File: config.mk
export PLATFORM = sky130hd
export DESIGN_NAME = prfe_queue
export DESIGN_NICKNAME = d
export VERILOG_FILES = /design/src/sv/prfe_pkg.sv /design/src/sv/prfe_queue.sv
export SDC_FILE = /design/constraint.sdc
export NUM_CORES = 1
export LEC_CHECK = 0
export BUFFER_PORTS_ARGS = -buffer_cell sky130_fd_sc_hd__buf_2
export CELL_PAD_IN_SITES_DETAIL_PLACEMENT = 1
export CELL_PAD_IN_SITES_GLOBAL_PLACEMENT = 1
export CORE_ASPECT_RATIO = 0.8
export CORE_UTILIZATION = 52
export CTS_BUF_LIST = sky130_fd_sc_hd__clkbuf_8
export CTS_CLUSTER_SIZE = 20
export DETAILED_ROUTE_END_ITERATION = 8
export GPL_TIMING_DRIVEN = 0
export PLACE_DENSITY_LB_ADDON = 0.1
export SKIP_LAST_GASP = 1
export SYNTH_ARGS = -nofsm -noshare
export SYNTH_HDL_FRONTEND = slang
export SYNTH_SLANG_ARGS = --single-unit
File: constraint.sdc
create_clock -name clock -period 3.8 [get_ports clock]
set_clock_uncertainty 0.15 [all_clocks]
set_input_delay 0 -clock clock [delete_from_list [all_inputs] [get_ports clock]]
set_output_delay 0 -clock clock [all_outputs]
set_load 0.01 [all_outputs]
File: src/sv/prfe_pkg.sv
// Shared types and constants for the planar rectangle fill engine.
`default_nettype none
package prfe_pkg;
   localparam logic [1:0] KIND_FILL = 2'd0;
   localparam logic [1:0] KIND_READ = 2'd1;
   localparam logic [1:0] KIND_FLIP = 2'd2;

   typedef struct packed {
      logic [1:0]  kind;
      logic        empty;
      logic [3:0]  color;
      logic [10:0] x0;
      logic [10:0] xl;
      logic [9:0]  y0;
      logic [9:0]  yl;
      logic        read_page;
      logic [14:0] read_address;
   } cmd_type;
endpackage
`default_nettype wire

File: src/sv/prfe_queue.sv
// Short command queue between front and back ends.
`default_nettype none
module prfe_queue (
   input  wire logic        clock,
   input  wire logic        reset,
   input  wire logic        in_valid,
   output logic             in_ready,
   input  prfe_pkg::cmd_type in_cmd,
   output logic             out_valid,
   input  wire logic        out_ready,
   output prfe_pkg::cmd_type out_cmd
);
   prfe_pkg::cmd_type mem_ff [4];
   logic [1:0] wp_ff, rp_ff;
   logic [2:0] cnt_ff;
   logic       push, pop;

   assign in_ready  = cnt_ff != 3'd4;
   assign out_valid = cnt_ff != 3'd0;
   assign out_cmd   = mem_ff[rp_ff];
   assign push      = in_valid && in_ready;
   assign pop       = out_valid && out_ready;

   always_ff @(posedge clock) begin
      if (reset) begin
         wp_ff <= '0;
         rp_ff <= '0;
         cnt_ff <= '0;
      end else begin
         if (push) wp_ff <= wp_ff + 2'd1;
         if (pop) rp_ff <= rp_ff + 2'd1;
         cnt_ff <= cnt_ff + 3'(push) - 3'(pop);
      end
      if (push) mem_ff[wp_ff] <= in_cmd;
   end
endmodule
`default_nettype wire

# ---- Yosys cells after proc, flatten, opt, wreduce, memory -nomap -nowiden
# Memories as Yosys holds them, arrays and structs flattened. A register that Yosys moved wholly into a read port is not among the register bits.
# Cells that the tools add are included.
dict set report word_totals {
  memories 1
  register_bits 7
  ram_bits 260
  inputBits 69
  out_inout_bits 67
}
# memory depth word_bits read_ports rd_clocked_by_memory_dff write_ports line_no
set memory_table {}
lappend memory_table {mem_ff 4 65 1 1 1 prfe_queue.sv:13} ;# prfe_pkg::cmd_type mem_ff [4];
dict set report op_classes {
  reduce_logical 3
  mux 4
  n_eq_ne 1
  addsub 4
}
# op count
set ops {}
lappend ops {{2-bit by 1-bit adder with 2-bit output, second input constant} 2}
lappend ops {{2-bit two-way mux} 2}
lappend ops {{3-bit by 1-bit adder with 3-bit output} 1}
lappend ops {{3-bit inequality test, second input constant} 1}
lappend ops {{3-bit nonzero test} 1}
lappend ops {{3-bit by 1-bit subtractor with 3-bit output} 1}
lappend ops {{1-bit logical AND} 2}
lappend ops {{1-bit two-way mux} 2}

# ---- Depth between registers and ports, before layout
# Gate-level depths: netlist of the first run.
dict set report logic_depth {
  word_depth 4
  depth_mapped 11
  depth_no_buf 11
}

# ---- Least setup slack after synthesis of the first run
# No wires, ideal clock.
dict set report synth_timing {
  kind {register to register}
  from {register cnt_ff[1]}
  to {memory mem_ff[0][0] (netlist bit), enable pin}
  stages_incl_launch_ff 4
  arrival_time_ps 2327
  period_less_slack_ps 2907
  path_buffers 0
  slack_ps 893
  setup_ps 430
  cell_sequence {dfxtp_1 > nor2_1 > a21boi_2 > and2_1}
}
dict set report synth_via {
  elab_chain_cells 4
}
# element line_no
set synth_rtl {}
lappend synth_rtl {{from (decl)} prfe_queue.sv:15} ;# logic [2:0] cnt_ff;
lappend synth_rtl {{from (signal assigned)} prfe_queue.sv:32} ;# cnt_ff <= cnt_ff + 3'(push) - 3'(pop);
lappend synth_rtl {{3-bit inequality test} prfe_queue.sv:18} ;# assign in_ready = cnt_ff != 3'd4;
lappend synth_rtl {{1-bit logical AND} prfe_queue.sv:21} ;# assign push = in_valid && in_ready;
lappend synth_rtl {{1-bit two-way mux} prfe_queue.sv:34} ;# if (push) mem_ff[wp_ff] <= in_cmd;
lappend synth_rtl {{1-bit two-way mux (implied by the code)} prfe_queue.sv:34}
lappend synth_rtl {{to (decl)} prfe_queue.sv:13}
# No other way between the ends.

# ---- Worst setup path in the final report of the first run
dict set report layout_timing {
  from {register cnt_ff[1]}
  to {register cnt_ff[1]}
}
dict set report layout_via {
  elab_chain_cells 4
}
# element line_no
set layout_rtl {}
lappend layout_rtl {{3-bit inequality test} prfe_queue.sv:18}
lappend layout_rtl {{1-bit logical AND} prfe_queue.sv:21}
lappend layout_rtl {{3-bit by 1-bit adder with 3-bit output} prfe_queue.sv:32}
lappend layout_rtl {{3-bit by 1-bit subtractor with 3-bit output *} prfe_queue.sv:32}
# Every way passes the cells marked *; elsewhere a longest branch is shown, timed or not.
# A chain may end at the register's enable or synchronous reset.

==> results.tsv, run 1 <==
stage	metric	value	unit
route	vias	4829	
route	vias_per_cell	5.29	
global_routing	grt_use_total	20.5	%
outcome	outcome	finished, final reports clean	
floorplanning	die_h	125	um
floorplanning	io_pins	136	
yosys	syn_avg_cell_area	25.5	um^2
layout	area_growth	24.7	%
setup_path	worstPathMaxFanout	7	
cts	cts_made_buffers	41	
sta	holdWs	0.0901	ns
pwr	power_density	630	nW/um^2
cts	cts_buffer_depth	3	
cts	root_buffer	clkbuf_8	
min_path	hp-class	input port to flip-flop	
floorplanning	die_x	156	um
sta	tightest_slew	0.625	ns
sta	fmax	0.339	GHz
pwr	power	7.78	mW
setup_path	path_cells	nor2_1, a21boi_2, inv_1, ha_1, inv_1, ha_1, inv_1, fa_1, nor2_1, dlygate4sd3_1	
global_routing	antenna_found_initial	1	
floorplanning	fp-row-count	44	
route	routed_wire_length_per_instance	21.0	um
cts	cts_sinks	269	
cts	postCtsResizedCells	0	
pwr	worst_ir_drop_vdd	423	uV
route	firstDrtPassIters	4	
sta	hold_violations	0	
place	globalplace.congestion	0.722	
route	ant_nets	0	
place	hpwl	11400	um
yosys	yosys.cell_types.count	25	
yosys	syn_area	9890	um^2
sta	drv_slew	0	
flow_run	drv_cap	0	
setup_path	crit_family	adder cells	
cts	insertion_delay	0.50	ns
setup_path	cp-start-kind	flip-flop	
pwr	p_leak	4.29	nW
yosys	mappedNetlistNets	464	
yosys	synth_compound_gate_area_share	0.291	%
floorplanning	die_area	19600	um^2
route	routed_wl	19200	um
setup_path	crit_arrival	3.20	ns
yosys	postSynthCellCount	388	
sta	rsz0062_at_grt	false	
cts	h-tree-depth	2	
global_routing	grt_pass1_wl	29800	um
yosys	synth_seq_area_share	80.7	%
layout	stdcell_count	913	
sta	setup_viol	0	
route	drc	0	
setup_path	crit_top_cell	inv_1	
setup_path	required	4.04	ns
place	place_inst	779	
sta	final.period_utilization	77.7	%
layout	num-nets-final	714	
sta	setup_tns	0	ns
global_routing	first_global_vias	5381	
yosys	yosysWarnings	0	
cts	cts_tree	yes	
yosys	synth_fa_ha_area_share	0.961	%
layout	stdcell_area	12300	um^2
setup_path	crit_type	flip-flop to flip-flop	
global_routing	grt_max_degree	37	
yosys	synthMuxAreaShare	15.0	%
setup_path	endpoint_kind	flip-flop	
floorplanning	coreArea	18400	um^2
yosys	ys_ff_latch	269	
cts	clk_pin_slew_worst_paths	0.06	ns
yosys	synthSimpleGateAreaFrac	0.961	%
setup_path	slowest_delay	0.56	ns
sta	period_minus_slack	2.95	ns
setup_path	cp_slowest_cell	dlygate4sd3_1	
place	place_area	11000	um^2
setup_path	critPathBufInv	4	
sta	relSlewSlack	58.3	%
place	port_buffers	134	
yosys	synth_top_family_by_area	multiplexers	
layout	drive_gt1_share	40.4	%
floorplanning	start_util	53.8	%
route	drtIter0Drc	245	
global_routing	grt-ovfl-total	0	
yosys	synthXorXnorAreaFrac	0.266	%
-- layer usage --
layer / global-route usage (%) / wire length, um
met1: 25.9 / 7930
met2: 35.3 / 9820
met3: 5.23 / 1070
met4: 5.94 / 372
met5: 0 / 0
-- worst register-to-register path, cell delays in order, from the launching register on --
cell,delay [ns]
dfxtp_1,0.48
nor2_1,0.12
a21boi_2,0.39
inv_1,0.09
ha_1,0.30
inv_1,0.06
ha_1,0.13
inv_1,0.05
fa_1,0.47
nor2_1,0.05
dlygate4sd3_1,0.56
-- cell families after synthesis --
logic type      Yosys count
flops                   269
mux                      67
buf+inv                  20
simple gates             19
fa+ha+maj                 7
compound gates            3
xor+xnor                  3
-- path summary, 6_finish.rpt --
kind	from	endpoint	slack, ns	cells after the start
min reg2reg	wp_ff[1]$_SDFFE_PP0P_	wp_ff[1]$_SDFFE_PP0P_	0.38	2
min	in_cmd[39]	mem_ff[3][39]$_DFFE_PP_	0.09	2
max reg2reg	cnt_ff[1]$_SDFF_PP0_	cnt_ff[1]$_SDFF_PP0_	0.85	10
max	cnt_ff[1]$_SDFF_PP0_	cnt_ff[1]$_SDFF_PP0_	0.85	10
-- through the flow --
stage | utilization, % | worst slack, ns
floorplan | - | 0.893
global placement | 59.2 | -0.450
detailed placement | 59.7 | 1.08
CTS | 67.1 | 0.829
global route | 67.1 | 0.680
finish | 67.1 | 0.846
-- synthesized netlist by cell type --
cell,instances,area (um^2)
clkbuf_1,2,7.51
inv_1,5,18.8
buf_2,6,30.0
mux2i_1,1,10.0
or3_1,1,6.26
nand2_1,1,3.75
mux2_2,1,11.3
xor2_1,2,17.5
o31a_1,1,8.76
o311ai_0,1,8.76
nor2_1,8,30.0
nor2b_1,1,6.26
edfxtp_1,260,7810
buf_4,1,7.51
buf_6,1,11.3
ha_1,6,75.1
mux4_2,65,1460
and2_1,5,31.3
dfxtp_1,9,180
xnor2_1,1,8.76
fa_1,1,20.0
buf_12,5,100
nor3_1,1,5.00
nand2b_1,2,12.5
a21boi_2,1,11.3
-- cells in the final DEF (no fill, tap or decap), drive strengths merged --
| master | instances |
|---|---|
| edfxtp | 260 |
| nor2 | 8 |
| xnor2 | 1 |
| mux4 | 65 |
| buf | 151 |
| ha | 6 |
| clkinv | 5 |
| and2 | 5 |
| nand2 | 1 |
| or3 | 1 |
| fa | 1 |
| nor2b | 1 |
| dlygate4sd3 | 69 |
| diode | 1 |
| o311ai | 1 |
| a21boi | 1 |
| inv | 21 |
| nand2b | 2 |
| mux2 | 1 |
| dfxtp | 9 |
| o31a | 1 |
| nor3 | 1 |
| mux2i | 1 |
| clkbuf | 45 |
| xor2 | 2 |
-- layout make-up --
type                       count  area (um^2)
clock inverter                21         80.1
antenna                        1         2.50
clock buffer                  43          592
sequential                   269         7990
timing repair buffer         207         1440
buffer                        15          156
multi-input combinational     99         1740
tap                          253          317
fill                        1560         6050
inverter                       5         18.8
-- where the power goes --
group	leakage (nW)	switching [mW]	internal [mW]	total, mW
combinational	1.43	1.00	1.00	2.01
clock	0.405	1.00	1.03	2.03
sequential	2.45	0.106	3.64	3.74
total	4.29	2.11	5.67	7.78
-- flip-flops by register name, summed over array words and instances (netlist names), named ones only --
| name | cells |
|---|---|
| cnt_ff | 3 |
| mem_ff | 260 |
| rp_ff | 2 |
| wp_ff | 2 |
-- what timing repair did --
item,4_1_cts,5_1_grt
hold endpoints to repair,269,0
buffers inserted,0,0
hold buffers,69,0
No activity file was read; power rests on OpenSTA's default activity.
==> run 2, diff against run 1 <==
--- a/config.mk
+++ b/config.mk
@@ -9,7 +9,7 @@
 export CELL_PAD_IN_SITES_DETAIL_PLACEMENT = 1
 export CELL_PAD_IN_SITES_GLOBAL_PLACEMENT = 1
 export CORE_ASPECT_RATIO = 0.8
-export CORE_UTILIZATION = 52
+export CORE_UTILIZATION = 47
 export CTS_BUF_LIST = sky130_fd_sc_hd__clkbuf_8
 export CTS_CLUSTER_SIZE = 20
 export DETAILED_ROUTE_END_ITERATION = 8
==> constraint.sdc (replaced) <==
create_clock -name clock -period 2.6 [get_ports clock]
set_clock_uncertainty 0.15 [all_clocks]
set_input_delay 0 -clock clock [delete_from_list [all_inputs] [get_ports clock]]
set_output_delay 0 -clock clock [all_outputs]
set_load 0.01 [all_outputs]
==> run 2 against run 1 <==
Against the previous run: fmax grew 26%; sequential power is 46% higher; global-route usage decreased by 2.0 points; worst setup slack worse by 0.59 ns; flip-flop and latch count is the same; critical path type unchanged; combinational power increased by 47%; via count fell by 0.83%.
==> results.tsv, run 2 (synthesized netlist as in run 1, its figures left out) <==
stage	metric	value	unit	change
outcome	outcome	finished, final reports clean		unchanged
cts	root_buffer	clkbuf_8		unchanged
floorplanning	die_area	21600	um^2	was 19600 um^2
floorplanning	die_h	132	um	was 125 um
cts	h-tree-depth	2		unchanged
route	routed_wl	19000	um	was 19200 um
sta	hold_violations	0		unchanged
floorplanning	coreArea	20600	um^2	was 18400 um^2
sta	setup_viol	0		unchanged
pwr	combPwrFrac	25.8	%	about the same
setup_path	cp_slowest_cell	fa_1		was dlygate4sd3_1
route	wl_met3	1090	um	was 1070 um
place	hpwl	11100	um	was 11400 um
pwr	clkPwrFrac	26.7	%	was 26.1%
place	dp_slack	-0.0897	ns	was 1.08 ns
route	vias	4789		was 4829
place	globalplace.congestion	0.735		was 0.722
flow_run	drv_cap	0		unchanged
pwr	power_density	924	nW/um^2	was 630 nW/um^2
global_routing	grt_max_degree	40		was 37
setup_path	crit_type	flip-flop to flip-flop		unchanged
setup_path	slowest_delay	0.37	ns	was 0.56 ns
layout	drive_gt1_share	40.6	%	was 40.4%
global_routing	grt_pass1_wl	29800	um	about the same
route	ant_nets	0		unchanged
layout	antenna_cells	0		was 1
pwr	p_sw	3.12	mW	was 2.11 mW
sta	tightest_slew	0.660	ns	was 0.625 ns
global_routing	antenna_found_initial	0		was 1
pwr	p_leak	4.32	nW	was 4.29 nW
route	drtIter0Drc	234		was 245
sta	period_minus_slack	2.34	ns	was 2.95 ns
route	routedLengthMet1	8060	um	was 7930 um
sta	rsz0062_at_grt	false		unchanged
sta	drv_slew	0		unchanged
cts	insertion_delay	0.53	ns	was 0.50 ns
layout	layout_commonest_cell	edfxtp_1		unchanged
sta	final.period_utilization	90.0	%	was 77.7%
layout	num-nets-final	715		was 714
global_routing	grt-ovfl-total	0		unchanged
setup_path	crit_arrival	2.63	ns	was 3.20 ns
setup_path	path_cells	nor2_1, a21boi_4, inv_1, ha_1, inv_1, ha_1, inv_1, fa_1, xor2_1, and2_1, nor3_1		was nor2_1, a21boi_2, inv_1, ha_1, inv_1, ha_1, inv_1, fa_1, nor2_1, dlygate4sd3_1
cts	cts_made_buffers	42		was 41
floorplanning	start_util	47.9	%	was 53.8%
layout	area_growth	25.7	%	was 24.7%
sta	setup_ws	0.260	ns	was 0.846 ns
place	port_buffers	134		unchanged
cts	cts_buffer_depth	3		unchanged
floorplanning	fp-row-count	47		was 44
floorplanning	io_pins	136		unchanged
sta	relSlewSlack	56.0	%	was 58.3%
route	vias_per_cell	5.13		was 5.29
setup_path	cp-start-kind	flip-flop		unchanged
route	firstDrtPassIters	4		unchanged
layout	top_regs	mem_ff (260), cnt_ff (3)		unchanged
pwr	internal_power	8.36	mW	was 5.67 mW
cts	clk_pin_slew_worst_paths	0.06	ns	about the same
route	drc	0		unchanged
global_routing	grt_use_total	18.5	%	was 20.5%
global_routing	first_global_vias	5435		was 5381
pwr	power	11.5	mW	was 7.78 mW
min_path	hp-class	input port to flip-flop		unchanged
setup_path	crit_top_cell	inv_1		unchanged
pwr	seqPwrFrac	47.6	%	was 48.1%
cts	cts_sinks	269		unchanged
layout	largest_reg_flops	260		unchanged
pwr	sw_frac_of_total	27.2	%	was 27.1%
pwr	worst_ir_drop_vdd	499	uV	was 423 uV
setup_path	endpoint_kind	flip-flop		unchanged
route	wl_met2	9560	um	was 9820 um
setup_path	worstPathMaxFanout	7		unchanged
layout	final_cell_mix	260 x edfxtp_1, 140 x buf_2, 68 x dlygate4sd3_1, 65 x mux4_2, 45 x clkbuf_8		was 260 x edfxtp_1, 140 x buf_2, 69 x dlygate4sd3_1, 65 x mux4_2, 43 x clkbuf_8
cts	cts_tree	yes		unchanged
route	routed_wire_length_per_instance	20.4	um	was 21.0 um
route	routed.top_layer	met4		unchanged
layout	top_register	mem_ff		unchanged
floorplanning	die_x	164	um	was 156 um
sta	fmax	0.427	GHz	was 0.339 GHz
sta	holdWs	0.0719	ns	was 0.0901 ns
setup_path	required	2.89	ns	was 4.04 ns
==> run 2: cell count changes in the layout (fill, tap and decap cells not counted), sizes merged <==
cell and delta:
buf +1, inv -1, clkinv +5, dlygate4sd3 -1, clkbuf +2, diode -1
==> run 2: per-stage QoR <==
stage | utilization, % | area, um^2 | TNS (ns) | instances
after global routing | 60.2 | 12400 | 0 | 934
after floorplan | - | 9900 | 0 | 388
final | 60.2 | 12400 | 0 | 934
after CTS | 60.2 | 12400 | 0 | 934
after global placement | 52.8 | 10900 | -102.57 | 791
after detailed placement | 53.4 | 11000 | -0.0897 | 795
==> run 2: final timing paths <==
path                               from                       to  slack [ns]  depth (start not counted)
setup / recovery   cnt_ff[1]$_SDFF_PP0_     cnt_ff[2]$_SDFF_PP0_        0.26                         11
hold / removal               in_cmd[57]  mem_ff[0][57]$_DFFE_PP_        0.07                          2
setup reg to reg   cnt_ff[1]$_SDFF_PP0_     cnt_ff[2]$_SDFF_PP0_        0.26                         11
hold reg to reg   wp_ff[1]$_SDFFE_PP0P_    wp_ff[1]$_SDFFE_PP0P_        0.37                          2
==> run 2: power by group through the flow <==
stage / Combinational (mW) / Clock (mW) / Sequential [mW]
after global routing: 3.24 / 3.33 / 5.50
after detailed placement: 2.94 / 0 / 5.55
after CTS: 3.05 / 3.17 / 5.47
after global placement: 2.81 / 0 / 5.54
final: 2.96 / 3.06 / 5.46
after floorplan: 1.88 / 0 / 5.51
==> run 2: critical path: cells and delay by family (launching register included) <==
kind                       cells  cell delay, ns
and+or+nand+nor                3            0.61
xor gates and xnor gates       1            0.16
DFF                            1            0.36
adders and majority gates      3            0.72
AOI/OAI and AO/OA              1            0.09
buffers and inverters          3            0.17
==> run 2: final cells by class <==
type / count / area [um^2]
buffer: 15 / 156
clock buffer: 45 / 619
clock inverter: 25 / 95.1
fill: 1761 / 8210
inverter: 5 / 18.8
multi-input combinational: 99 / 1750
sequential: 269 / 7990
tap: 269 / 337
timing repair buffer: 207 / 1470
==> run 2: timing repair <==
item                                    in CTS  in global routing
hold buffers                                68                  0
buffers inserted                             1                  0
endpoints found under the hold margin      269                  0
gates resized for setup                      1                  1
pin swaps                                    1                  0
endpoints found under the setup margin       1                  1
==> run 2: routing by layer <==
layer / GRT usage [%] / vias to the layer above
li1: - / 2158
met1: 24.1 / 2464
met2: 30.7 / 134
met3: 4.91 / 33
met4: 5.40 / 0
met5: 0 / -
