--- config.mk ---
export PLATFORM = sky130hd
export DESIGN_NAME = prfe_front
export DESIGN_NICKNAME = d
export VERILOG_FILES = /design/src/sv/prfe_pkg.sv /design/src/sv/prfe_front.sv
export SDC_FILE = /design/constraint.sdc
export NUM_CORES = 1
export LEC_CHECK = 0
export ABC_AREA = 1
export BUFFER_PORTS_ARGS = -buffer_cell sky130_fd_sc_hd__buf_4
export CELL_PAD_IN_SITES_DETAIL_PLACEMENT = 0
export CELL_PAD_IN_SITES_GLOBAL_PLACEMENT = 1
export CORE_MARGIN = 10
export CORE_UTILIZATION = 41
export DETAILED_ROUTE_END_ITERATION = 10
export PLACE_DENSITY_LB_ADDON = 0.1
export SYNTH_ARGS = -nofsm -noshare
export SYNTH_HDL_FRONTEND = slang
export SYNTH_SLANG_ARGS = --single-unit
--- constraint.sdc ---
create_clock -name clock -period 8.45 [get_ports clock]
set_input_delay 0.845 -clock clock [delete_from_list [all_inputs] [get_ports clock]]
set_output_delay 0.845 -clock clock [all_outputs]
set_load 0.01 [all_outputs]
--- src/sv/prfe_pkg.sv ---
// Shared types and constants for the planar rectangle fill engine.
`default_nettype none
package prfe_pkg;
   localparam logic [1:0] KIND_FILL = 2'd0;
   localparam logic [1:0] KIND_READ = 2'd1;
   localparam logic [1:0] KIND_FLIP = 2'd2;

   typedef struct packed {
      logic [1:0]  kind;
      logic        empty;
      logic [3:0]  color;
      logic [10:0] x0;
      logic [10:0] xl;
      logic [9:0]  y0;
      logic [9:0]  yl;
      logic        read_page;
      logic [14:0] read_address;
   } cmd_type;
endpackage
`default_nettype wire

--- src/sv/prfe_front.sv ---
// Front end: clips fill rectangles and classifies incoming words.
`default_nettype none
module prfe_front #(
   parameter int SCREEN_WIDTH  = 640,
   parameter int SCREEN_HEIGHT = 400
) (
   input  wire logic               clock,
   input  wire logic               reset,
   input  wire logic               in_valid,
   output logic                    in_ready,
   input  wire logic [1:0]         kind,
   input  wire logic signed [15:0] rect_x,
   input  wire logic signed [15:0] rect_y,
   input  wire logic signed [15:0] rect_width,
   input  wire logic signed [15:0] rect_height,
   input  wire logic [3:0]         fill_color,
   input  wire logic               read_page,
   input  wire logic [14:0]        read_address,
   output logic                    cmd_valid,
   input  wire logic               cmd_ready,
   output prfe_pkg::cmd_type       cmd
);
   logic signed [16:0] x0, y0, x1, y1;
   logic               empty;
   prfe_pkg::cmd_type  c_in;
   prfe_pkg::cmd_type  c_ff;
   logic               v_ff;

   always_comb begin
      x0 = 17'(rect_x);
      y0 = 17'(rect_y);
      x1 = 17'(rect_x) + 17'(rect_width);
      y1 = 17'(rect_y) + 17'(rect_height);
      if (x0 < 0) x0 = '0;
      if (y0 < 0) y0 = '0;
      if (x1 > 17'(SCREEN_WIDTH)) x1 = 17'(SCREEN_WIDTH);
      if (y1 > 17'(SCREEN_HEIGHT)) y1 = 17'(SCREEN_HEIGHT);
      empty = (rect_width <= 0) || (rect_height <= 0) || (x0 >= x1) || (y0 >= y1);
      c_in.kind = kind;
      c_in.empty = empty;
      c_in.color = fill_color;
      c_in.x0 = x0[10:0];
      c_in.xl = 11'(x1 - 17'sd1);
      c_in.y0 = y0[9:0];
      c_in.yl = 10'(y1 - 17'sd1);
      c_in.read_page = read_page;
      c_in.read_address = read_address;
   end

   assign in_ready  = !v_ff || cmd_ready;
   assign cmd_valid = v_ff;
   assign cmd       = c_ff;

   always_ff @(posedge clock) begin
      if (reset) begin
         v_ff <= 1'b0;
      end else if (in_ready) begin
         v_ff <= in_valid;
      end
      if (in_ready && in_valid) begin
         c_ff <= c_in;
      end
   end
endmodule
`default_nettype wire

# Word level (Yosys, flattened, before mapping)
# Index checks and enable logic that the tools add are counted.
dict set report word_totals {
  ff_bits 66
  inputBits 90
  output_inout_bits 67
  wordCells 32
}
dict set report op_classes {
  add_sub_neg 4
  order_cmp 8
  mux 4
  reduce_logical 6
}
# op count
set ops {}
lappend ops {{17-bit two-way mux} 4}
lappend ops {{16-bit by 16-bit adder with 17-bit output} 2}
lappend ops {{17-bit greater-or-equal comparator} 2}
lappend ops {{16-bit by 1-bit less-or-equal comparator with 1-bit output (second input constant)} 2}
lappend ops {{16-bit by 1-bit < comparator with 1-bit output (second input constant)} 2}
lappend ops {{17-bit by 10-bit greater-than comparator with 1-bit output (second input constant)} 1}
lappend ops {{17-bit by 11-bit greater-than comparator with 1-bit output (second input constant)} 1}
lappend ops {{11-bit by 2-bit subtractor with 11-bit output (second input constant)} 1}
lappend ops {{10-bit by 2-bit subtractor with 10-bit output (second input constant)} 1}
lappend ops {{1-bit logical OR} 4}
lappend ops {{1-bit logical AND} 1}
lappend ops {{1-bit logical NOT} 1}

# Logic depth before layout (Yosys ltp)
# Gate-level depths: netlist (run 1).
dict set report depth {
  word_depth 6
  ltp_mapped 28
  ltp_nobuf 27
}

# Least setup slack after synthesis (run 1)
# No wires, ideal clock.
dict set report synth_timing {
  kind {input-to-reg}
  startpoint {input port in_valid}
  endpoint {register c_ff, in the netlist cmd[0] (enable)}
  setup_time_ns 0.509
  arrival_ns 4.041
  required_time_ns 7.941
  slack_ns 3.899
  cell_stages 2
  n_path_buf 0
  cell_sequence {inv_1 a21oi_1}
}
dict set report synth_between {
  elab_chain_cells 1
}
# element line_no
set synth_lines {}
lappend synth_lines {{start, declared} prfe_front.sv:9} ;# input wire logic in_valid,
lappend synth_lines {{1-bit logical AND} prfe_front.sv:60} ;# if (in_ready && in_valid) begin
lappend synth_lines {{end signal, assigned} prfe_front.sv:61} ;# c_ff <= c_in;
lappend synth_lines {{end, declared} prfe_front.sv:26} ;# prfe_pkg::cmd_type c_ff;
# No other way between the ends.
# A chain may end at the register's enable or synchronous reset.

==> flow_metrics.tcl, run 1 <==
set metrics [dict create \
    maxCapViolCount 0 \
    post_cts_buffers 0 \
    pwr-share-comb_pct 37.4 \
    fp.coreArea_um2 13400 \
    cts_buffers 9 \
    grt_use_met2_pct 28.0 \
    cts_root_buf "clkbuf_16" \
    critical_path.max_fanout 21 \
    cp-start-kind "input pin" \
    synth-adder-area-share_pct 14.9 \
    busiest_layer "met2" \
    grt_usage_pct 18.1 \
    final-setup-viol-count 0 \
    cts_tree "yes" \
    setup_slack_ns 3.88 \
    drt_iter0_markers 312 \
    grt_pass1_wl_um 27500 \
    dieArea_um2 18900 \
    fin_crit_sh_pct 54.1 \
    synthMuxAreaShare_pct 0 \
    ys_ff_latch 66 \
    hpwlAfterDp_um 15000 \
    cp_common_cell "nand2_1" \
    wl_per_cell_um 15.6 \
    hp-class "flip-flop to flip-flop" \
    yosysWarnings 0 \
    synth_compound_area_share_pct 6.17 \
    pre_cts_ws_ns 3.56 \
    met1_usage_pct 25.2 \
    p_int_uw 809 \
    outcome "completed" \
    synth_edf_count 65 \
    clock_path_buffers 2 \
    rsz0062_at_grt "false" \
    path_cells "buf_4 -> ha_1 -> fa_1 -> or2_2 -> nor2_1 -> nand3_1 -> nor2_1 -> nand3_1 -> nand2_1 -> nand2_1 -> nand2_1 -> nand3_1 -> nand2_1 -> nand3_1 -> ha_1 -> a21oi_1 -> nor2_1 -> nor2_1 -> nand4_1 -> nand2_1 -> inv_1 -> o21ai_0 -> nand4_1" \
    initial_utilization_pct 42.2 \
    synth.avg_cell_area_um2 7.31 \
    max_freq_ghz 0.219 \
    clock_latency_ns 0.33 \
    clk_pin_slew_ns 0.06 \
    p_switching_uw 429 \
    grt_use_met3_pct 4.01 \
    drc_errors 0 \
    power_density_nw_per_um2 169 \
    slowest_stage "nand2_1" \
    final_common_cell "nand2_1" \
    arrival_ns 4.63 \
    num_vias 5528 \
    synth_flop_cell "edfxtp_1" \
    htree_levels 3 \
    maxSlewHeadroom_pct 45.4 \
    hold_ws_ns 0.541 \
    fin_crit_ns 4.57 \
    cp.required_ns 8.50 \
    area_growth_pct 29.3 \
    die-height_um 137 \
    synthXorXnorAreaFrac_pct 2.15 \
    final.setup_skew_ns 0.00656 \
    grt_max_degree 66 \
    cts-resized-gates 0 \
    tns_ns 0 \
    async_flop_share_pct 0 \
    mostFrequentLayoutCells "238 x nand2_1, 157 x buf_4, 128 x inv_1" \
    pwr-share-clk_pct 29.4 \
    n_antenna_cell 0 \
    utilization_pct 54.6 \
    ios 157 \
    place_congestion 0.892 \
    seqPwrFrac_pct 33.2 \
    synth.distinct_cells 37 \
    worstSetupPathType "input pin to flip-flop" \
    syn_nets 929 \
    cts_hold_buf 0 \
    netlist_instances 773 \
    antenna_found_initial 0 \
    ys_seq_area_share_pct 34.9 \
    hold_viol 0 \
    p_sw_share_pct 34.7 \
    dieWidth_um 137 \
    vdd_drop_max_v 0.0000957 \
    drive_gt1_share_pct 20.4 \
    wl_um 17400 \
    antenna_left 0 \
    synth-simple-area-share_pct 32.5 \
    grt_pass1_vias 5386 \
    nNetsFinal 1091 \
    rows 42 \
    cp-end-kind "flip-flop" \
    drv_slew 0 \
    syn_area_um2 5650 \
    leakagePower_nw 3.84 \
    overflow 0 \
    via_per_inst 4.95 \
    synth_top_family_by_area "simple AND/OR/NAND/NOR gates" \
    dr.pass1.iters 5 \
    critPathMaxStageDelay_ns 0.52 \
    cts_sinks 66 \
    port_buffers 156 \
    worst_pin_slew_ns 0.819 \
]
==> state kept, by name, summed over array words and instances (netlist names) <==
name       cells
cmd           65
cmd_valid      1
==> power by group through the flow <==
| stage | Clock [mW] | Sequential [mW] | Combinational [mW] |
|---|---|---|---|
| floorplan | 0 | 0.436 | 0.278 |
| global placement | 0 | 0.417 | 0.458 |
| detailed placement | 0 | 0.419 | 0.462 |
| CTS | 0.372 | 0.412 | 0.464 |
| global route | 0.385 | 0.415 | 0.524 |
| finish | 0.364 | 0.412 | 0.463 |
==> metal layers <==
metal | wire, um | vias up | share of wire, %
li1 | - | 2858 | -
met1 | 8170 | 2453 | 47
met2 | 7390 | 199 | 42
met3 | 1650 | 18 | 9.5
met4 | 225 | 0 | 1.3
met5 | 0 | - | 0
==> final cells by class <==
type	instances	area, um^2
timing repair buffer	157	1180
clock inverter	5	55.1
inverter	131	492
fill	1306	6090
multi-input combinational	570	3160
clock buffer	11	233
sequential	66	1970
tap	176	220
==> metrics by stage <==
| step | power (mW) | instance area, um^2 | std cells |
|---|---|---|---|
| after floorplan | 0.713 | 5650 | 773 |
| after global placement | 0.875 | 7020 | 1100 |
| final | 1.24 | 7310 | 1116 |
| after CTS | 1.25 | 7310 | 1116 |
| after global routing | 1.33 | 7310 | 1116 |
| after detailed placement | 0.881 | 7020 | 1100 |
==> worst max-delay path: cells and delay by family <==
kind | cells | cell delay (ns)
buffers and inverters | 2 | 0.14
AO/OA/AOI/OAI | 2 | 0.28
adder cells (fa/ha/maj) | 3 | 1.10
AND/OR/NAND/NOR | 16 | 2.22
==> kinds of logic (layout without fill, tap and decap cells) <==
| logic type | count (synthesis) | after routing |
|---|---|---|
| XOR/XNOR | 13 | 13 |
| AND/OR/NAND/NOR | 430 | 430 |
| adder cells (fa/ha/maj) | 66 | 66 |
| buffers and inverters | 137 | 304 |
| AO/OA/AOI/OAI | 61 | 61 |
| flip-flops | 66 | 66 |
==> Yosys cell counts, types with 3 or more instances <==
| library cell | number | area share, % |
|---|---|---|
| nor4_1 | 8 | 0.89 |
| nand2_1 | 238 | 16 |
| xnor2_1 | 4 | 0.62 |
| edfxtp_1 | 65 | 35 |
| xor2_1 | 8 | 1.2 |
| nor2_2 | 3 | 0.33 |
| inv_1 | 128 | 8.5 |
| nor3_1 | 8 | 0.71 |
| nand4_1 | 16 | 1.8 |
| o21ai_0 | 14 | 1.2 |
| a21oi_1 | 32 | 2.8 |
| nand3b_1 | 7 | 0.93 |
| nand2_2 | 6 | 0.66 |
| nand3_1 | 58 | 5.1 |
| o21bai_1 | 5 | 0.66 |
| or2_2 | 4 | 0.44 |
| ha_1 | 64 | 14 |
| nor2_1 | 78 | 5.2 |
==> worst paths after layout <==
check | depth (start not counted) | startpoint | slack [ns] | to
max | 23 | rect_x[0] | 3.88 | cmd[62]
min | 2 | cmd_valid | 0.54 | cmd_valid
max reg2reg | 2 | cmd_valid | 6.90 | cmd[1]
min reg2reg | 2 | cmd_valid | 0.54 | cmd_valid
(Power assumes the default switching activity.)
==> run 2, diff against run 1 <==
- CORE_UTILIZATION: 41 -> 34
- clock period: 8.45 -> 4.1 ns (I/O delays scaled with it)
==> run 2 against run 1 <==
Sequential power is 110% higher. Largest power group unchanged. Final cell count is 4.8% higher. Critical path depth is 3 higher. First-iteration DRC count is 31% lower. Sequential cell count stayed put. Combinational power is 120% higher. Global-route usage is 2.2 points lower. Die area is 17% higher. Setup slack worse by 3.4 ns. Power is 110% higher. Register-to-register slack worse by 4.5 ns. Non-clock buffer count is 10 higher.
==> flow_metrics.tcl, run 2 (synthesized netlist as in run 1, its figures left out) <==
set metrics [dict create \
    outcome "completed" \
    tns_ns 0 \
    rows 47 \
    vdd_drop_max_v 0.000216 \
    stdcell_count 1170 \
    largest_reg_flops 65 \
    clock_latency_ns 0.32 \
    place_congestion 0.875 \
    dieWidth_um 149 \
    place_inst 1151 \
    drive_gt1_share_pct 21.9 \
    hold_viol 0 \
    overflow 0 \
    seq_area_um2 1970 \
    die-height_um 149 \
    grt_pass1_vias 5337 \
    n_antenna_cell 0 \
    hold_ws_ns 0.239 \
    multiInputGateArea_um2 3180 \
    hpwlAfterDp_um 15900 \
    nNetsFinal 1101 \
    worstSetupPathType "input pin to flip-flop" \
    via_per_inst 4.68 \
    final.setup_skew_ns 0.00499 \
    cp-start-kind "input pin" \
    htree_levels 3 \
    cp.required_ns 4.16 \
    fill_cells 1719 \
    num_vias 5481 \
    grt_usage_pct 16.0 \
    dr.pass1.iters 5 \
    fp.coreArea_um2 16500 \
    cp-end-kind "flip-flop" \
    wl_per_cell_um 15.5 \
    grt_pass1_wl_um 28700 \
    final_common_cell "nand2_1" \
    max_freq_ghz 0.275 \
    maxCapViolCount 0 \
    power_density_nw_per_um2 353 \
    grt_max_degree 41 \
    area_growth_pct 33.5 \
    wl_um 18200 \
    drc_errors 0 \
    antenna_found_initial 0 \
    pre_cts_ws_ns -0.114 \
    cts_sinks 66 \
    rsz0062_at_grt "false" \
    reg2regPathDepth 2 \
    fin_crit_ns 3.63 \
    hold-path-cell-count 2 \
    leakagePower_nw 3.92 \
    port_buffers 156 \
    dieArea_um2 22200 \
    drt_iter0_markers 216 \
    cts_tree "yes" \
    cts_hold_buf 0 \
    final-setup-viol-count 0 \
    initial_utilization_pct 34.3 \
    mostFrequentLayoutCells "237 x nand2_1, 163 x buf_4, 128 x inv_1" \
    clock_path_buffers 2 \
    setup_slack_ns 0.466 \
    critical_path.max_fanout 10 \
    utilization_pct 45.8 \
    cts_root_buf "clkbuf_16" \
    ios 157 \
    arrival_ns 3.69 \
    cts_buffers 9 \
    drv_slew 0 \
    hp-class "input pin to flip-flop" \
    antenna_left 0 \
    worst_pin_slew_ns 0.902 \
    fin_crit_sh_pct 88.6 \
    clk_pin_slew_ns 0.06 \
    maxSlewHeadroom_pct 39.7 \
]
## run 2: final timing paths
kind                  start        end  slack, ns
setup / recovery  rect_y[0]    cmd[62]       0.47
hold / removal        reset  cmd_valid       0.24
setup reg to reg  cmd_valid    cmd[64]       2.38
hold reg to reg   cmd_valid  cmd_valid       0.55
## run 2: critical path, cell delays in order
cell     delay, ns
buf_4         0.11
ha_1          0.24
fa_1          0.49
or2_2         0.31
nor2_1        0.11
nand3_1       0.09
nand2_1       0.08
nand3_1       0.08
nand2_1       0.08
nand2_1       0.06
nor2_1        0.08
nand2_1       0.07
nand2_2       0.09
buf_12        0.13
nand2_1       0.08
ha_1          0.29
a21oi_1       0.12
o21ai_0       0.09
nand3_1       0.07
a21oi_1       0.07
nor3b_2       0.16
o21ai_0       0.10
nand2_1       0.06
a21oi_1       0.06
nor2_1        0.10
nand4_1       0.07
## run 2: layer usage
metal	global-route usage (%)	share of wire, %	up-vias
met1	21.2	48	2448
met4	3.09	0.75	0
met3	2.91	5.5	8
met2	26.6	46	142
met5	0	0	-
li1	-	-	2883
## run 2: what timing repair did
action,4_1_cts,5_1_grt
setup buffers,0,2
setup endpoints to repair,0,1
gates resized for setup,0,5
## run 2: cell type report
type / count / share of cell area, %
multi-input combinational: 570 / 42.2
sequential: 66 / 26.1
timing repair buffer: 167 / 17.3
inverter: 131 / 6.51
tap: 220 / 3.65
clock buffer: 9 / 2.98
clock inverter: 7 / 1.23
## run 2: where the power goes
group	switching, mW	total, mW	internal [mW]
sequential	0.0168	0.846	0.829
clock	0.283	0.814	0.531
combinational	0.596	1.00	0.407
total	0.896	2.66	1.77
## run 2: per-stage QoR
step                power [mW]  instance area (um^2)
finish                    2.66                  7550
detailed placement        1.85                  7170
global placement          1.85                  7170
global route              2.86                  7550
CTS                       2.67                  7490
floorplan                 1.47                  5660
==> run 3, diff against run 2 <==
- CORE_MARGIN: 10 -> 5
==> run 3 against run 2 <==
Critical path depth shrank 2. Largest cell class unchanged. Register-to-register slack worse by 0.15 ns. Non-clock buffer count grew 5. Wire length fell by 4.5%. Clock-buffer cell count is 1 higher. Maximum frequency fell by 3.4%.
==> flow_metrics.tcl, run 3 (synthesized netlist as in run 1, its figures left out) <==
set metrics [dict create \
    fin_crit_sh_pct 91.7 \
    grt_usage_pct 18.0 \
    htree_levels 3 \
    pre_cts_ws_ns 0.00540 \
    wl_um 17400 \
    fp.coreArea_um2 16500 \
    area_growth_pct 33.1 \
    leakagePower_nw 3.93 \
    hold-path-cell-count 2 \
    critical_path.max_fanout 15 \
    rsz0062_at_grt "false" \
    multiInputGateArea_um2 3160 \
    hpwlAfterDp_um 15300 \
    largest_reg_flops 65 \
    power.total_mw 2.63 \
    pwr-share-clk_pct 30.3 \
    outcome "completed" \
    final.setup_skew_ns 0.00364 \
    final_common_cell "nand2_1" \
    drv_slew 0 \
    cts_sinks 66 \
    max_freq_ghz 0.266 \
    slowest_stage "fa_1" \
    mostFrequentLayoutCells "238 x nand2_1, 171 x buf_4, 128 x inv_1" \
    cp-start-kind "input pin" \
    cp-end-kind "flip-flop" \
    cts_root_buf "clkbuf_16" \
    maxCapViolCount 0 \
    die-height_um 139 \
    rows 47 \
    fill_cells 1703 \
    antenna_left 0 \
    reg2regPathDepth 2 \
    wl_per_cell_um 14.8 \
    p_switching_uw 869 \
    critPathMaxStageDelay_ns 0.50 \
    num_vias 5571 \
    dr.pass1.iters 5 \
    overflow 0 \
    worstSetupPathType "input pin to flip-flop" \
    initial_utilization_pct 34.3 \
    p_int_mw 1.76 \
    n_antenna_cell 0 \
    clock_latency_ns 0.32 \
    ios 157 \
    maxSlewHeadroom_pct 38.7 \
    final-setup-viol-count 0 \
    hold_viol 0 \
    cp.required_ns 4.15 \
    cp_common_cell "nand2_1" \
    place_congestion 0.926 \
    grt_pass1_vias 5628 \
    nNetsFinal 1106 \
    cts_hold_buf 0 \
    cts_buffers 9 \
    post_cts_buffers 0 \
    antenna_found_initial 0 \
    arrival_ns 3.81 \
    seqPwrFrac_pct 32.2 \
    drive_gt1_share_pct 21.9 \
    p_sw_share_pct 33.0 \
    via_per_inst 4.74 \
    tns_ns 0 \
    cts_tree "yes" \
    clock_path_buffers 2 \
    port_buffers 156 \
    dieArea_um2 19300 \
    vdd_drop_max_v 0.000214 \
    seq_area_um2 1970 \
    grt_pass1_wl_um 28400 \
    grt_max_degree 32 \
    cts-resized-gates 0 \
    dieWidth_um 139 \
    worst_pin_slew_ns 0.917 \
    hp-class "input pin to flip-flop" \
    drc_errors 0 \
    setup_slack_ns 0.340 \
    drt_iter0_markers 240 \
    path_cells "buf_4 -> ha_1 -> fa_1 -> or2_2 -> nor2_1 -> nand3_1 -> nor2_1 -> nand3_1 -> nand2_1 -> nand2_1 -> nand2_1 -> nand3_1 -> nand2_1 -> buf_12 -> nand2_1 -> ha_1 -> a21oi_1 -> o21ai_0 -> nand2_1 -> nand4_1 -> nand2_1 -> inv_1 -> o21ai_0 -> nand4_1" \
    fin_crit_ns 3.76 \
    clk_pin_slew_ns 0.06 \
    power_density_nw_per_um2 350 \
    pwr-share-comb_pct 37.4 \
]
## run 3: power by group through the flow
stage / combinational (mW) / sequential (mW) / clock (mW)
after detailed placement: 0.989 / 0.864 / 0
after floorplan: 0.573 / 0.896 / 0
final: 0.985 / 0.849 / 0.799
after global placement: 0.988 / 0.862 / 0
after global routing: 1.13 / 0.856 / 0.858
after CTS: 0.993 / 0.851 / 0.820
## run 3: worst max-delay path: cells and delay by family
| kind | cells | cell delay, ns |
|---|---|---|
| compound gates | 3 | 0.41 |
| fa+ha+maj | 3 | 1.06 |
| buf+inv | 3 | 0.31 |
| simple gates | 15 | 1.59 |
## run 3: final timing paths
path,startpoint,slack [ns],end
max reg2reg,cmd_valid,2.23,cmd[40]
min,reset,0.24,cmd_valid
min reg2reg,cmd_valid,0.53,cmd_valid
max,rect_x[0],0.34,cmd[62]
## run 3: stage by stage
stage	std cells	hold WS [ns]	instance area [um^2]	util [%]
finish	1175	0.240	7520	45.7
global route	1175	0.237	7520	45.7
CTS	1175	0.226	7520	45.7
detailed placement	1159	0.531	7200	43.8
global placement	1159	0.515	7200	43.8
floorplan	773	0.479	5660	-
## run 3: routing by layer
layer	GRT usage [%]	vias up	wire, um
li1	-	2900	-
met1	24.5	2491	8350
met2	29.9	160	7970
met3	2.52	20	744
met4	5.41	0	312
met5	0	-	0
## run 3: layout make-up
class	instances	area share (%)
clock buffers	10	3.04
clock inverters	6	1.20
inverters	131	6.54
multi-input cells	570	42.0
flip-flops and latches	66	26.2
well taps	220	3.66
repair buffers	172	17.3
